### src/hw/rtl/rfc_pkg.sv
// rfc_pkg: shared constants, result record and crc16 byte update for the
// response frame checker; no dependencies
package rfc_pkg;

  localparam int unsigned COUNT_W   = 17;
  localparam int unsigned CFG_IDX_W = 2;
  localparam int unsigned CFG_DATA_W = 17;

  localparam logic [15:0] CRC_INIT  = 16'hffff;
  localparam logic [15:0] CRC_POLY  = 16'h1021;
  localparam logic [7:0]  SYNC_FIRST  = 8'h5a;
  localparam logic [7:0]  SYNC_SECOND = 8'ha5;
  localparam logic [COUNT_W-1:0] MIN_FRAME = 17'd10;
  localparam logic [COUNT_W-1:0] COUNT_MAX = 17'h1ffff;
  localparam logic [COUNT_W-1:0] MAX_FRAME_RESET = 17'd65545;

  // configuration register indexes
  localparam logic [CFG_IDX_W-1:0] REG_VERSION  = 2'd0;
  localparam logic [CFG_IDX_W-1:0] REG_SEQUENCE = 2'd1;
  localparam logic [CFG_IDX_W-1:0] REG_COMMAND  = 2'd2;
  localparam logic [CFG_IDX_W-1:0] REG_MAX_LEN  = 2'd3;

  // frame byte offsets
  localparam logic [COUNT_W-1:0] OFS_SYNC1   = 17'd0;
  localparam logic [COUNT_W-1:0] OFS_SYNC2   = 17'd1;
  localparam logic [COUNT_W-1:0] OFS_VERSION = 17'd2;
  localparam logic [COUNT_W-1:0] OFS_SEQ     = 17'd3;
  localparam logic [COUNT_W-1:0] OFS_CMD     = 17'd4;
  localparam logic [COUNT_W-1:0] OFS_STATUS  = 17'd5;
  localparam logic [COUNT_W-1:0] OFS_LEN_HI  = 17'd6;
  localparam logic [COUNT_W-1:0] OFS_LEN_LO  = 17'd7;
  localparam logic [COUNT_W-1:0] OFS_PAYLOAD = 17'd8;

  // error flag bits
  localparam int unsigned FLAG_HEADER = 0;
  localparam int unsigned FLAG_SEQ    = 1;
  localparam int unsigned FLAG_LEN    = 2;

  localparam logic RESULT_PAYLOAD = 1'b0;
  localparam logic RESULT_VERDICT = 1'b1;

  localparam logic [2:0] VERDICT_OK     = 3'd0;
  localparam logic [2:0] VERDICT_SHORT  = 3'd1;
  localparam logic [2:0] VERDICT_FORMAT = 3'd2;
  localparam logic [2:0] VERDICT_SEQ    = 3'd3;
  localparam logic [2:0] VERDICT_CRC    = 3'd4;
  localparam logic [2:0] VERDICT_STATUS = 3'd5;

  typedef struct packed {
    logic        kind;
    logic [7:0]  payload;
    logic [2:0]  verdict;
    logic [7:0]  status;
    logic [15:0] length;
  } result_t;

  // crc16-ccitt, msb first, one byte
  function automatic logic [15:0] crc16_byte(input logic [15:0] crc_in,
                                             input logic [7:0] b);
    logic [15:0] c;
    c = crc_in ^ {b, 8'h00};
    for (int k = 0; k < 8; k++) begin
      if (c[15]) begin
        c = {c[14:0], 1'b0} ^ CRC_POLY;
      end else begin
        c = {c[14:0], 1'b0};
      end
    end
    return c;
  endfunction

endpackage

### src/hw/rtl/response_frame_checker_crc16.sv
// a result is registered into the output slot, or into the skid slot while the output is stalled
// throughput: one byte per cycle while in_stall is low; the crc update is one unrolled byte step
// in_stall rises only while the skid register holds a second result
// rst (synchronous) clears frame state, config to defaults, both result slots
// response frame checker: header checks, payload forwarding, crc16 verdict
// depends on rfc_pkg
module response_frame_checker_crc16
  import rfc_pkg::*;
(
  input  logic                  clk,
  input  logic                  rst,
  input  logic                  cfg_write,
  input  logic [CFG_IDX_W-1:0]  cfg_index,
  input  logic [CFG_DATA_W-1:0] cfg_data,
  input  logic                  in_valid,
  output logic                  in_stall,
  input  logic [7:0]            data_byte,
  input  logic                  end_of_frame,
  output logic                  out_valid,
  input  logic                  out_stall,
  output logic                  result_kind,
  output logic [7:0]            payload_byte,
  output logic [2:0]            verdict,
  output logic [7:0]            device_status,
  output logic [15:0]           length_field
);

  logic [7:0]         protocol_version;
  logic [7:0]         seq_target;
  logic [7:0]         expected_command;
  logic [COUNT_W-1:0] max_frame_length;

  logic [COUNT_W-1:0] byte_count, byte_count_next;
  logic [15:0]        running_crc, running_crc_next;
  logic [15:0]        trailer_crc, trailer_crc_next;
  logic [15:0]        header_length, header_length_next;
  logic [7:0]         status_seen, status_seen_next;
  logic [2:0]         error_flags, error_flags_next;

  logic               skid_valid;
  result_t            out_data, skid_data, res;
  logic               accept, forward, produce, out_taken;
  logic [COUNT_W-1:0] crc_at, crc_at_lo, legal_total, len_total;
  logic [2:0]         verdict_code;

  assign accept    = in_valid && !in_stall;
  assign out_taken = out_valid && !out_stall;
  assign in_stall  = skid_valid;

  assign crc_at    = OFS_PAYLOAD + COUNT_W'(header_length);
  assign crc_at_lo = crc_at + 17'd1;

  always_comb begin
    running_crc_next   = running_crc;
    trailer_crc_next   = trailer_crc;
    header_length_next = header_length;
    status_seen_next   = status_seen;
    error_flags_next   = error_flags;
    forward            = 1'b0;
    len_total          = '0;
    priority if (byte_count == OFS_SYNC1) begin
      if (data_byte != SYNC_FIRST) error_flags_next[FLAG_HEADER] = 1'b1;
    end else if (byte_count == OFS_SYNC2) begin
      if (data_byte != SYNC_SECOND) error_flags_next[FLAG_HEADER] = 1'b1;
    end else if (byte_count < OFS_PAYLOAD) begin
      running_crc_next = crc16_byte(running_crc, data_byte);
      if (byte_count == OFS_VERSION && data_byte != protocol_version)
        error_flags_next[FLAG_HEADER] = 1'b1;
      if (byte_count == OFS_SEQ && data_byte != seq_target)
        error_flags_next[FLAG_SEQ] = 1'b1;
      if (byte_count == OFS_CMD && data_byte != expected_command)
        error_flags_next[FLAG_HEADER] = 1'b1;
      if (byte_count == OFS_STATUS) status_seen_next = data_byte;
      if (byte_count == OFS_LEN_HI) header_length_next = {data_byte, 8'h00};
      if (byte_count == OFS_LEN_LO) begin
        header_length_next = {header_length[15:8], data_byte};
        len_total = MIN_FRAME + COUNT_W'(header_length_next);
        if (len_total > max_frame_length) error_flags_next[FLAG_LEN] = 1'b1;
      end
    end else if (byte_count < crc_at) begin
      running_crc_next = crc16_byte(running_crc, data_byte);
      forward = 1'b1;
    end else if (byte_count == crc_at) begin
      trailer_crc_next = {data_byte, 8'h00};
    end else if (byte_count == crc_at_lo) begin
      trailer_crc_next = {trailer_crc[15:8], data_byte};
    end
  end

  // saturating count including this byte
  assign byte_count_next = (byte_count == COUNT_MAX) ? byte_count : byte_count + 17'd1;
  assign legal_total     = MIN_FRAME + COUNT_W'(header_length_next);

  always_comb begin
    priority if (byte_count_next < MIN_FRAME)    verdict_code = VERDICT_SHORT;
    else if (error_flags_next[FLAG_HEADER])      verdict_code = VERDICT_FORMAT;
    else if (error_flags_next[FLAG_SEQ])         verdict_code = VERDICT_SEQ;
    else if (error_flags_next[FLAG_LEN] || byte_count_next != legal_total)
                                                 verdict_code = VERDICT_FORMAT;
    else if (running_crc_next != trailer_crc_next) verdict_code = VERDICT_CRC;
    else if (status_seen_next != 8'h00)          verdict_code = VERDICT_STATUS;
    else                                         verdict_code = VERDICT_OK;
  end

  always_comb begin
    res = '0;
    if (end_of_frame) begin
      res.kind    = RESULT_VERDICT;
      res.verdict = verdict_code;
      res.status  = status_seen_next;
      res.length  = header_length_next;
    end else begin
      res.kind    = RESULT_PAYLOAD;
      res.payload = data_byte;
    end
  end

  assign produce = accept && (end_of_frame || forward);

  always_ff @(posedge clk) begin
    if (rst) begin
      protocol_version  <= '0;
      seq_target        <= '0;
      expected_command  <= '0;
      max_frame_length  <= MAX_FRAME_RESET;
    end else if (cfg_write) begin
      unique case (cfg_index)
        REG_VERSION:  protocol_version  <= cfg_data[7:0];
        REG_SEQUENCE: seq_target        <= cfg_data[7:0];
        REG_COMMAND:  expected_command  <= cfg_data[7:0];
        REG_MAX_LEN:  max_frame_length  <= cfg_data;
        default: ;
      endcase
    end
  end

  always_ff @(posedge clk) begin
    if (rst || (accept && end_of_frame)) begin
      byte_count    <= '0;
      running_crc   <= CRC_INIT;
      trailer_crc   <= '0;
      header_length <= '0;
      status_seen   <= '0;
      error_flags   <= '0;
    end else if (accept) begin
      byte_count    <= byte_count_next;
      running_crc   <= running_crc_next;
      trailer_crc   <= trailer_crc_next;
      header_length <= header_length_next;
      status_seen   <= status_seen_next;
      error_flags   <= error_flags_next;
    end
  end

  // output register plus skid slot; input is never taken while skid is full
  always_ff @(posedge clk) begin
    if (rst) begin
      out_valid  <= 1'b0;
      skid_valid <= 1'b0;
    end else if (!out_valid || out_taken) begin
      if (skid_valid) begin
        out_data   <= skid_data;
        out_valid  <= 1'b1;
        skid_valid <= 1'b0;
      end else begin
        out_valid <= produce;
        if (produce) out_data <= res;
      end
    end else if (produce) begin
      skid_valid <= 1'b1;
      skid_data  <= res;
    end
  end

  assign result_kind    = out_data.kind;
  assign payload_byte   = out_data.payload;
  assign verdict        = out_data.verdict;
  assign device_status  = out_data.status;
  assign length_field   = out_data.length;

`ifndef SYNTHESIS
  a_skid_behind_out: assert property (@(posedge clk) disable iff (rst)
    skid_valid |-> out_valid)
    else $error("skid slot full while output slot empty");

  a_frame_clears: assert property (@(posedge clk) disable iff (rst)
    accept && end_of_frame |=> byte_count == '0 && error_flags == '0)
    else $error("frame state not cleared after final byte");

  a_payload_clean: assert property (@(posedge clk) disable iff (rst)
    out_valid && result_kind == RESULT_PAYLOAD |->
      verdict == VERDICT_OK && length_field == 16'h0000 && device_status == 8'h00)
    else $error("forwarded byte carries verdict fields");

  a_crc_idle: assert property (@(posedge clk) disable iff (rst)
    byte_count <= OFS_VERSION |-> running_crc == CRC_INIT)
    else $error("crc moved before version byte");
`endif

endmodule

### config.mk
export PLATFORM = sky130hd
export DESIGN_NAME = response_frame_checker_crc16
export DESIGN_NICKNAME = d
export VERILOG_FILES = /design/src/hw/rtl/rfc_pkg.sv /design/src/hw/rtl/response_frame_checker_crc16.sv
export SDC_FILE = /design/constraint.sdc
export NUM_CORES = 1
export LEC_CHECK = 0
export BUFFER_PORTS_ARGS = -buffer_cell sky130_fd_sc_hd__buf_2
export CORE_MARGIN = 1.5
export CORE_UTILIZATION = 60
export DETAILED_ROUTE_END_ITERATION = 8
export PLACE_DENSITY = 0.79
export SYNTH_ARGS = -nofsm -noshare
export SYNTH_HDL_FRONTEND = slang
export SYNTH_SLANG_ARGS = --single-unit
### constraint.sdc
create_clock -name clk -period 9.9 [get_ports clk]
set_clock_uncertainty 0.15 [all_clocks]
set_input_delay 0 -clock clk [delete_from_list [all_inputs] [get_ports clk]]
set_output_delay 0 -clock clk [all_outputs]
set_load 0.1 [all_outputs]
==> results of run 1 <==
area by class of cell:
class / count / share of cell area (%)
inverter: 37 / 1.02
tap: 270 / 2.48
sequential: 191 / 33.4
clock buffer: 17 / 3.12
multi-input combinational: 1087 / 53.0
timing repair buffer: 112 / 5.46
clock inverter: 15 / 1.56
cells in the mapped netlist, types with 30 or more instances:
cell type / number
mux2i_1: 59
inv_1: 35
edfxtp_1: 72
dfxtp_1: 119
o21ai_0: 43
clkbuf_1: 61
nor2_1: 121
ha_1: 43
xnor2_1: 103
a21oi_1: 99
nand3_1: 58
nand2_1: 184
xor2_1: 43
nand4_1: 30
state kept, by name (all words and copies together), names as in the netlist, 16 cells and up:
register / count
trailer_crc: 16
running_crc: 16
skid_data: 36
byte_count: 17
max_frame_length: 17
header_length: 16
length_field: 16
through the flow:
| stage | instance area [um2] | power [mW] | cells | setup WS [ns] | util, % |
|---|---|---|---|---|---|
| after floorplan | 12300 | 1.03 | 1411 | 2.94 | - |
| after global placement | 12700 | 1.09 | 1666 | 3.91 | 62.6 |
| after detailed placement | 12700 | 1.09 | 1666 | 3.77 | 62.6 |
| after CTS | 13600 | 1.82 | 1729 | 3.71 | 67.3 |
| after global routing | 13600 | 1.88 | 1729 | 3.21 | 67.3 |
| final | 13600 | 1.83 | 1729 | 3.60 | 67.3 |
worst register-to-register path, cell delays in order, from the launching register on:
cell	delay, ns
dfxtp_1	0.65
ha_1	0.45
nand2_1	0.19
nor4_1	0.37
xor2_1	0.36
inv_1	0.09
ha_1	0.30
nand2_1	0.08
o21ai_0	0.21
a21o_1	0.24
or4_1	0.59
nand2_4	0.34
mux2i_1	0.42
nand3_1	0.13
a211o_1	0.33
o31a_1	0.31
nor4b_2	0.45
nand3_1	0.16
and4b_1	0.24
cells by family after synthesis:
kind of cell             Yosys count
multiplexers                      77
AO/OA/AOI/OAI                    267
flip-flops                       191
AND/OR/NAND/NOR                  547
buffers and inverters            133
XOR/XNOR                         153
adder cells (fa/ha/maj)           43
per-layer routing:
layer / vias to the layer above / track usage, %
met5: - / 0
met4: 0 / 15.2
met3: 102 / 5.50
met2: 598 / 51.3
met1: 5176 / 44.1
li1: 5087 / -
repair_timing:
item | CTS | global route
endpoints found under the hold margin | 84 | 0
buffers inserted | 0 | 0
hold buffers | 31 | 0
layout by cell type (no fill, tap or decap), drive strengths merged, types with 8 or more instances in the layout:
master	n
nand3	58
nand2	186
nor3	28
nor4	19
o21ai	47
and2	24
dfxtp	119
nor2b	15
inv	45
or3	12
a211o	8
a21oi	100
and3	10
o31ai	25
o211ai	14
a21o	9
and4	8
mux2	17
clkbuf	17
xor2	43
buf	81
ha	43
nor2	123
a31oi	13
xnor2	104
nand4	31
mux2i	60
edfxtp	72
dlygate4sd3	31
power by group through the flow:
stage / Combinational [mW] / Clock [mW] / Sequential (mW)
final: 0.247 / 0.739 / 0.839
after detailed placement: 0.232 / 0 / 0.857
after global placement: 0.230 / 0 / 0.857
after CTS: 0.242 / 0.739 / 0.839
after floorplan: 0.152 / 0 / 0.883
after global routing: 0.265 / 0.773 / 0.841
path summary, 6_finish.rpt:
| path | start | to | slack, ns |
|---|---|---|---|
| worst min register to register | max_frame_length[8] | max_frame_length[8] | 0.31 |
| worst max register to register | header_length[3] | skid_data[26] | 3.60 |
| worst min-delay path | rst | expected_command[2] | 0.05 |
| worst max-delay path | header_length[3] | skid_data[26] | 3.60 |
==> reports/qor.yml, run 1 <==
synthesis:
  synthFlopType: "dfxtp_1"
  synth_fa_ha_area_share_pct: 4.36
  synth_edf_count: 72
  synth_area_leaders: "dfxtp_1 (19%), edfxtp_1 (18%), xnor2_1 (7.3%)"
  ys_ff_latch: 191
  syn-num-nets: 1487
  muxShareOfSynthArea_pct: 6.45
  synth-compound-area-share_pct: 13.8
  synth_cell_types: 89
  synth_xor_area_share_pct: 11.6
  synth_area_per_cell_um2: 8.75
  syn-cell-area_mm2: 0.0123
  synth_top_area_cell: "dfxtp_1"
  synthSimpleGateAreaFrac_pct: 22.1
  seq_area_frac_synth_pct: 36.8
  synth_top_area_share_pct: 19.3
  syn_inst: 1411
  yosys_warnings: 0
  synth_top_family_by_area: "simple AND/OR/NAND/NOR gates"
  async_flop_share_pct: 0
job:
  cap_violations: 0
grt:
  gr-usage-all-layers_pct: 32.7
  antenna_found_initial: 0
  grt_pass1_vias: 10300
  gr-total-overflow: 0
  grt_first_pass_wirelength_um: 55000
  grt_max_degree: 55
clock_network:
  clock_path_buffers: 2
  cts_tree: "done"
  clk_latency_ns: 0.44
  clkSinkCount: 191
  h-tree-depth: 4
  ctsResizeCount: 0
  root_buffer: "clkbuf_16"
  clkSlewWorstSetupHoldPaths_ns: 0.09
  cts_made_buffers: 17
min_path:
  hold_class: "primary input to register"
  holdPathStages: 2
route:
  highest_layer: "met4"
  route.met3.wl_um: 2820
  wirelength_um: 34900
  vias: 11000
  ant_nets: 0
  drc_errors: 0
  via_per_inst: 6.34
  dr.pass1.iters: 5
  drtIter0Drc: 905
  wl_met1_um: 14800
  dr_wl_met2_um: 15900
  wl_per_cell_um: 20.2
die:
  coreArea_mm2: 0.0202
  die_h_um: 146
  ios: 71
  num_rows: 52
  die_x_um: 146
  start_util_pct: 61.0
  dieArea_mm2: 0.0214
worst_setup_path:
  path_delay_family: "simple AND/OR/NAND/NOR gates"
  crit_type: "register to register"
  cp_slowest_cell: "dfxtp_1"
  path_cells: "ha_1, nand2_1, nor4_1, xor2_1, inv_1, ha_1, nand2_1, o21ai_0, a21o_1, or4_1, nand2_4, mux2i_1, nand3_1, a211o_1, o31a_1, nor4b_2, nand3_1, and4b_1"
  path_depth: 18
  critical-path-max-stage-delay_ns: 0.65
  cp.required_ns: 9.95
  critPathArrivalTime_ns: 6.35
  cp-start-kind: "register"
  ff2ff_path_depth: 18
  critPathCaptureType: "register"
  crit_fanout: 22
  cp_num_buf_inv: 1
place:
  globalplace.congestion: 1.01
  io_buffers: 70
  dp_hpwl_um: 23800
sta:
  relSlewSlack_pct: 35.4
  timing.hold.ws_ns: 0.0502
  fmax_mhz: 159
  worstMarginPinSlew_ns: 0.969
  setup_viol: 0
  drv_slew: 0
  period_minus_slack_ns: 6.30
  finalCritPeriodShare_pct: 63.6
  rsz0062_at_grt: "no"
  fin_tns_setup_ns: 0
  hold_viol: 0
layout:
  layout-drive-gt1-share_pct: 10.7
  n_fill_cell: 1593
  ff_latch_area_mm2: 0.00454
  multi_input_area_mm2: 0.00722
  final_nets: 1522
  num_antenna_cells: 0
  area_growth_pct: 10.4
power:
  clockPowerShare_pct: 40.5
  seq_power_share_pct: 46.0
  p_sw_share_pct: 30.5
  leakage_nw: 5.02
  vdd_drop_max_mv: 0.148
  p_sw_mw: 0.558
  combPwrFrac_pct: 13.5
  p_int_mw: 1.27
  power.density_mw_per_mm2: 134
run_status:
  status: "finished, final reports clean"
No activity file was read; power rests on OpenSTA's default activity.
==> run 2, diff against run 1 <==
--- a/config.mk
+++ b/config.mk
@@ -5,6 +5,7 @@
 export SDC_FILE = /design/constraint.sdc
 export NUM_CORES = 1
 export LEC_CHECK = 0
+export ABC_AREA = 1
 export BUFFER_PORTS_ARGS = -buffer_cell sky130_fd_sc_hd__buf_2
 export CORE_MARGIN = 1.5
 export CORE_UTILIZATION = 60
==> constraint.sdc (replaced) <==
create_clock -name clk -period 6 [get_ports clk]
set_clock_uncertainty 0.15 [all_clocks]
set_input_delay 0 -clock clk [delete_from_list [all_inputs] [get_ports clk]]
set_output_delay 0 -clock clk [all_outputs]
set_load 0.1 [all_outputs]
==> run 2 against run 1 <==
Net effect:
- synthesized area up 0.99%
- critical path type unchanged
- largest power group unchanged
- fmax increased by 26%
- sequential cell count unchanged
- hold slack worse by 0.0090 ns
==> reports/qor.yml, run 2 <==
layout:
  layout-drive-gt1-share_pct: 10.8
  final_nets: 1923
  largest_register_ffs: 36
  area_growth_pct: 11.9
  num_antenna_cells: 0
  final_cell_mix: "nand2_1 (463), inv_1 (207), nor2_1 (152)"
  final_cell_area_mm2: 0.0140
  reg_top3: "skid_data (36), byte_count (17), max_frame_length (17)"
  top_register: "skid_data"
  final_common_cell: "nand2_1"
  n_fill_cell: 1771
job:
  cap_violations: 0
die:
  die_x_um: 147
  die_h_um: 147
  ios: 71
  dieArea_mm2: 0.0216
  num_rows: 52
  coreArea_mm2: 0.0203
  start_util_pct: 61.4
place:
  placed_area_mm2: 0.0130
  dp_hpwl_um: 26100
  io_buffers: 70
  globalplace.congestion: 0.972
  dp_worst_setup_slack_ns: 0.998
clock_network:
  clkSinkCount: 191
  cts_setup_buffers: 0
  cts_made_buffers: 17
  clock_path_buffers: 2
  clkSlewWorstSetupHoldPaths_ns: 0.09
  h-tree-depth: 4
  hold_buffers: 36
  clk_latency_ns: 0.45
  cts_tree: "done"
  root_buffer: "clkbuf_16"
  ctsResizeCount: 0
power:
  leakage_nw: 6.48
  power.density_mw_per_mm2: 269
  power_mw: 3.75
  vdd_drop_max_mv: 0.283
run_status:
  status: "finished, final reports clean"
synthesis:
  synth_top_area_cell: "dfxtp_1"
  synth_edf_count: 72
  synthFlopType: "dfxtp_1"
  async_flop_share_pct: 0
  synth_area_leaders: "dfxtp_1 (19%), edfxtp_1 (17%), nand2_1 (14%)"
  synth_top_area_share_pct: 19.1
  ys_ff_latch: 191
  synth_cell_types: 51
  syn-cell-area_mm2: 0.0125
  yosys-top-cells-count: "nand2_1 (464), inv_1 (207), nor2_1 (154), o21ai_0 (143), dfxtp_1 (119)"
  syn-num-nets: 1854
  yosys_warnings: 0
  syn_inst: 1778
  yosysMostFrequentCell: "nand2_1"
  seq_area_frac_synth_pct: 36.5
  synth_area_per_cell_um2: 7.01
min_path:
  hold_class: "primary input to register"
sta:
  fin_tns_setup_ns: 0
  period_minus_slack_ns: 5.01
  finalCritPeriodShare_pct: 83.5
  relSlewSlack_pct: 24.7
  hold_viol: 0
  worstMarginPinSlew_ns: 1.13
  layout_setup_ws_ns: 0.991
  drv_slew: 0
  setup_viol: 0
  rsz0062_at_grt: "no"
  fmax_mhz: 200
worst_setup_path:
  crit_fanout: 18
  critPathCaptureType: "register"
  critPathArrivalTime_ns: 5.04
  crit_type: "register to register"
  cp-start-kind: "register"
  cp.required_ns: 6.03
grt:
  grt_first_pass_wirelength_um: 58000
  grt_pass1_vias: 11200
  grt_most_used_layer: "met2"
  use_met1_pct: 44.6
  grt_util_met3_pct: 6.40
  antenna_found_initial: 0
  gr-usage-all-layers_pct: 33.9
  met2_usage_pct: 56.3
  gr-total-overflow: 0
  grt_max_degree: 80
route:
  ant_nets: 0
  via_per_inst: 5.67
  dr.pass1.iters: 8
  wl_per_cell_um: 17.1
  vias: 12100
  drc_errors: 0
  drtIter0Drc: 1227
  wirelength_um: 36400
==> run 2: cell types whose count changed after synthesis, sizes merged, moves of 15 or more <==
cell,previous run,this run
and2,24,0
inv,36,230
o31ai,25,1
nand2,186,488
mux2,17,0
nor2,123,175
nand3,58,112
nor2b,15,0
mux2i,60,1
xnor2,104,41
clkbuf,61,42
o21ai,47,158
==> run 2: worst max-delay path, cell delays in order (launching register included) <==
cell     delay [ns]
dfxtp_1        0.50
ha_1           0.31
nand3_1        0.21
nor2_4         0.19
nand2_1        0.09
nand2_1        0.07
nand2_1        0.10
ha_1           0.31
nand2_1        0.06
or3_1          0.35
nor4_1         0.44
nand3_2        0.45
o21ai_0        0.43
or2_0          0.17
nand3_1        0.08
nor2_1         0.10
nand2_1        0.08
a21oi_1        0.12
nand2_1        0.08
nor2_2         0.17
nand3_1        0.12
nand2_1        0.11
a21oi_1        0.06
==> run 2: layer usage <==
| layer | share of wire, % | up-vias |
|---|---|---|
| met5 | 0 | - |
| met4 | 3.0 | 0 |
| met3 | 8.9 | 93 |
| met2 | 46 | 569 |
| met1 | 42 | 5481 |
| li1 | - | 5936 |
==> run 2: kinds of logic after synthesis <==
| logic type | Yosys count | share of synthesized area (%) |
|---|---|---|
| compound gates | 292 | 12.3 |
| xor+xnor | 90 | 6.33 |
| fa+ha+maj | 43 | 4.32 |
| buf+inv | 296 | 9.13 |
| flops | 191 | 36.5 |
| mux | 1 | 0.0803 |
| simple gates | 865 | 31.3 |
==> run 2: area by class of cell <==
cell class                 instances  area (um2)  share of cell area [%]
clock inverter                    15         213                    1.52
timing repair buffer             113         763                    5.47
multi-input combinational       1291        6790                    48.7
clock buffer                      17         425                    3.05
sequential                       191        4540                    32.6
tap                              270         338                    2.42
inverter                         233         875                    6.27
==> run 2: final timing paths <==
path / startpoint / cells after the start / slack, ns / end
worst min register to register: expected_command[1] / 2 / 0.31 / expected_command[1]
worst max-delay path: header_length[3] / 22 / 0.99 / verdict[2]
worst min-delay path: data_byte[2] / 5 / 0.04 / trailer_crc[10]
worst max register to register: header_length[3] / 22 / 0.99 / verdict[2]
==> run 2: stage by stage <==
stage | utilization (%) | instances | hold slack, ns
floorplan | - | 1778 | -0.0511
global placement | 63.8 | 2062 | 0.0643
detailed placement | 63.8 | 2062 | 0.0693
CTS | 68.7 | 2130 | 0.00396
global route | 68.7 | 2130 | 0.0534
finish | 68.7 | 2130 | 0.0412
==> run 2: power by group <==
group / total (mW) / switching (mW) / internal, mW / leakage, nW
combinational: 1.02 / 0.732 / 0.291 / 4.53
sequential: 1.49 / 0.0608 / 1.43 / 1.65
clock: 1.24 / 0.647 / 0.589 / 0.307
total: 3.75 / 1.44 / 2.31 / 6.48
==> run 3, diff against run 2 <==
--- a/config.mk
+++ b/config.mk
@@ -5,7 +5,7 @@
 export SDC_FILE = /design/constraint.sdc
 export NUM_CORES = 1
 export LEC_CHECK = 0
-export ABC_AREA = 1
+export ABC_AREA = 0
 export BUFFER_PORTS_ARGS = -buffer_cell sky130_fd_sc_hd__buf_2
 export CORE_MARGIN = 1.5
 export CORE_UTILIZATION = 60
==> constraint.sdc (replaced) <==
create_clock -name clk -period 4.8 [get_ports clk]
set_clock_uncertainty 0.15 [all_clocks]
set_input_delay 0 -clock clk [delete_from_list [all_inputs] [get_ports clk]]
set_output_delay 0 -clock clk [all_outputs]
set_load 0.1 [all_outputs]
==> run 3 against run 2 <==
Net effect:
- the run now ends with setup timing left
- clock power rose by 17%
- design area rose by 7.0%
- power rose by 0.12%
- via count fell by 4.4%
- critical endpoint unchanged
- global-route usage rose by 1.9 points
- largest power group unchanged
- critical path depth fell by 4
- sequential power rose by 16%
- clock-buffer cell count rose by 1
- combinational power fell by 44%
==> reports/qor.yml, run 3 (synthesized netlist as in run 1, its figures left out) <==
route:
  drtIter0Drc: 1138
  route.met3.wl_um: 3310
  ant_nets: 0
  via_per_inst: 6.21
  highest_layer: "met4"
  vias: 11500
  dr.pass1.iters: 6
  wirelength_um: 38200
  wl_per_cell_um: 20.6
  dr_wl_met2_um: 18100
  wl_met1_um: 14800
  drc_errors: 0
sta:
  drv_slew: 0
  layout_setup_ws_ns: -0.181
  setup_viol: 3
  period_minus_slack_ns: 4.98
  fmax_mhz: 201
  hold_viol: 0
  relSlewSlack_pct: 15.4
  worstMarginPinSlew_ns: 1.27
  finalCritPeriodShare_pct: 104
  rsz0062_at_grt: "yes"
  fin_tns_setup_ns: -0.406
  timing.hold.ws_ns: 0.138
grt:
  antenna_found_initial: 0
  grt_max_degree: 48
  grt_first_pass_wirelength_um: 59500
  gr-usage-all-layers_pct: 35.8
  gr-total-overflow: 0
  grt_pass1_vias: 11200
clock_network:
  h-tree-depth: 4
  clock_path_buffers: 2
  clkSinkCount: 191
  cts_made_buffers: 17
  cts_tree: "done"
  clkSlewWorstSetupHoldPaths_ns: 0.08
  root_buffer: "clkbuf_16"
  clk_latency_ns: 0.45
run_status:
  violations: "setup timing"
  status: "finished, violations left"
layout:
  final_cell_mix: "nand2_1 (181), buf_4 (127), nor2_1 (121)"
  final_nets: 1651
  num_antenna_cells: 0
  n_fill_cell: 1443
  finalNonFillerCells: 1858
  reg_top3: "skid_data (36), byte_count (17), max_frame_length (17)"
  area_growth_pct: 20.9
  largest_register_ffs: 36
  layout-drive-gt1-share_pct: 20.0
  top_register: "skid_data"
  final_common_cell: "nand2_1"
place:
  dp_worst_setup_slack_ns: -0.183
  dp_hpwl_um: 26900
  dp.cells: 1774
  io_buffers: 70
  globalplace.congestion: 1.01
die:
  coreArea_mm2: 0.0202
  ios: 71
  die_x_um: 146
  num_rows: 52
  start_util_pct: 61.0
  die_h_um: 146
  dieArea_mm2: 0.0214
worst_setup_path:
  ff2ff_path_depth: 18
  critPathCaptureType: "register"
  critPathArrivalTime_ns: 5.03
  crit_fanout: 5
  crit_type: "register to register"
  cp.required_ns: 4.85
  reg2reg_slack_ns: -0.18
  r2r-end: "verdict[2]"
  r2r_start: "header_length[4]"
  cp-start-kind: "register"
job:
  cap_violations: 0
power:
  vdd_drop_max_mv: 0.225
  leakage_nw: 5.74
  power.density_mw_per_mm2: 252
min_path:
  min_from: "cfg_index[1]"
  hold_class: "primary input to register"
  min_to: "max_frame_length[15]"
  holdPathStages: 4
[run 3: cell types whose count changed in the layout (fill, tap and decap cells not counted), moves of 15 or more]
cell / previous run / this run
nor2_1: 152 / 121
mux2_2: 0 / 15
xnor2_1: 41 / 102
o21ai_0: 142 / 42
nand2_1: 463 / 181
buf_4: 7 / 127
nand2_2: 21 / 3
o31ai_1: 1 / 24
inv_1: 207 / 35
inv_2: 23 / 1
and2_1: 0 / 19
nand3_1: 102 / 56
mux2i_1: 1 / 52
[run 3: how the worst max path moves through the flow]
stage / endpoint / startpoint / cells after the start / slack (ns)
global route: verdict[2] / header_length[7] / 17 / -0.28
CTS: verdict[2] / header_length[4] / 18 / -0.03
finish: verdict[2] / header_length[4] / 18 / -0.18
global placement: verdict[2] / header_length[4] / 20 / -0.07
floorplan: verdict[2] / header_length[3] / 20 / 0.003
detailed placement: verdict[2] / header_length[6] / 17 / -0.18
[run 3: timing repair]
action,CTS,global route
buffers inserted,4,6
gates resized for setup,26,22
cloned,1,0
endpoints found under the hold margin,83,0
pin swaps,6,11
endpoints found under the setup margin,3,4
hold buffers,41,0
[run 3: metal layers]
metal / global-route usage (%) / up-vias
met5: 0 / -
met4: 19.8 / 0
met3: 6.28 / 157
met2: 59.5 / 581
met1: 44.2 / 5465
li1: - / 5342
[run 3: cell type report]
cell class / instances / area [um2] / area share (%)
Clock inverter: 14 / 180 / 1.21
Multi-Input combinational cell: 1087 / 7490 / 50.2
Timing Repair Buffer: 241 / 1780 / 11.9
Inverter: 37 / 139 / 0.931
Sequential cell: 191 / 4570 / 30.6
Clock buffer: 18 / 429 / 2.88
Tap cell: 270 / 338 / 2.26
[run 3: power breakdown]
group	switching [mW]	total, mW	internal, mW
Sequential	0.0248	1.73	1.70
Clock	0.743	1.45	0.710
Combinational	0.359	0.575	0.217
[run 3: stage by stage]
stage	power (mW)	instance area, um2	utilization, %
after CTS	3.74	14800	73.0
final	3.76	14900	73.7
after detailed placement	2.29	13600	67.1
after floorplan	2.14	12500	-
after global routing	3.87	14900	73.7
after global placement	2.28	13600	67.1
[run 3: critical path, stage by stage, from the launching register on]
cell     delay (ns)
dfxtp_4        0.38
ha_4           0.15
nand2_4        0.08
or3_4          0.34
and2_4         0.18
ha_4           0.25
and4_4         0.22
nand4_1        0.18
or4_4          0.45
or3_4          0.44
buf_12         0.17
mux2i_4        0.18
xnor2_2        0.16
nand3_1        0.11
or4_4          0.51
nor4b_4        0.30
buf_4          0.19
nand3_4        0.07
a31o_1         0.22
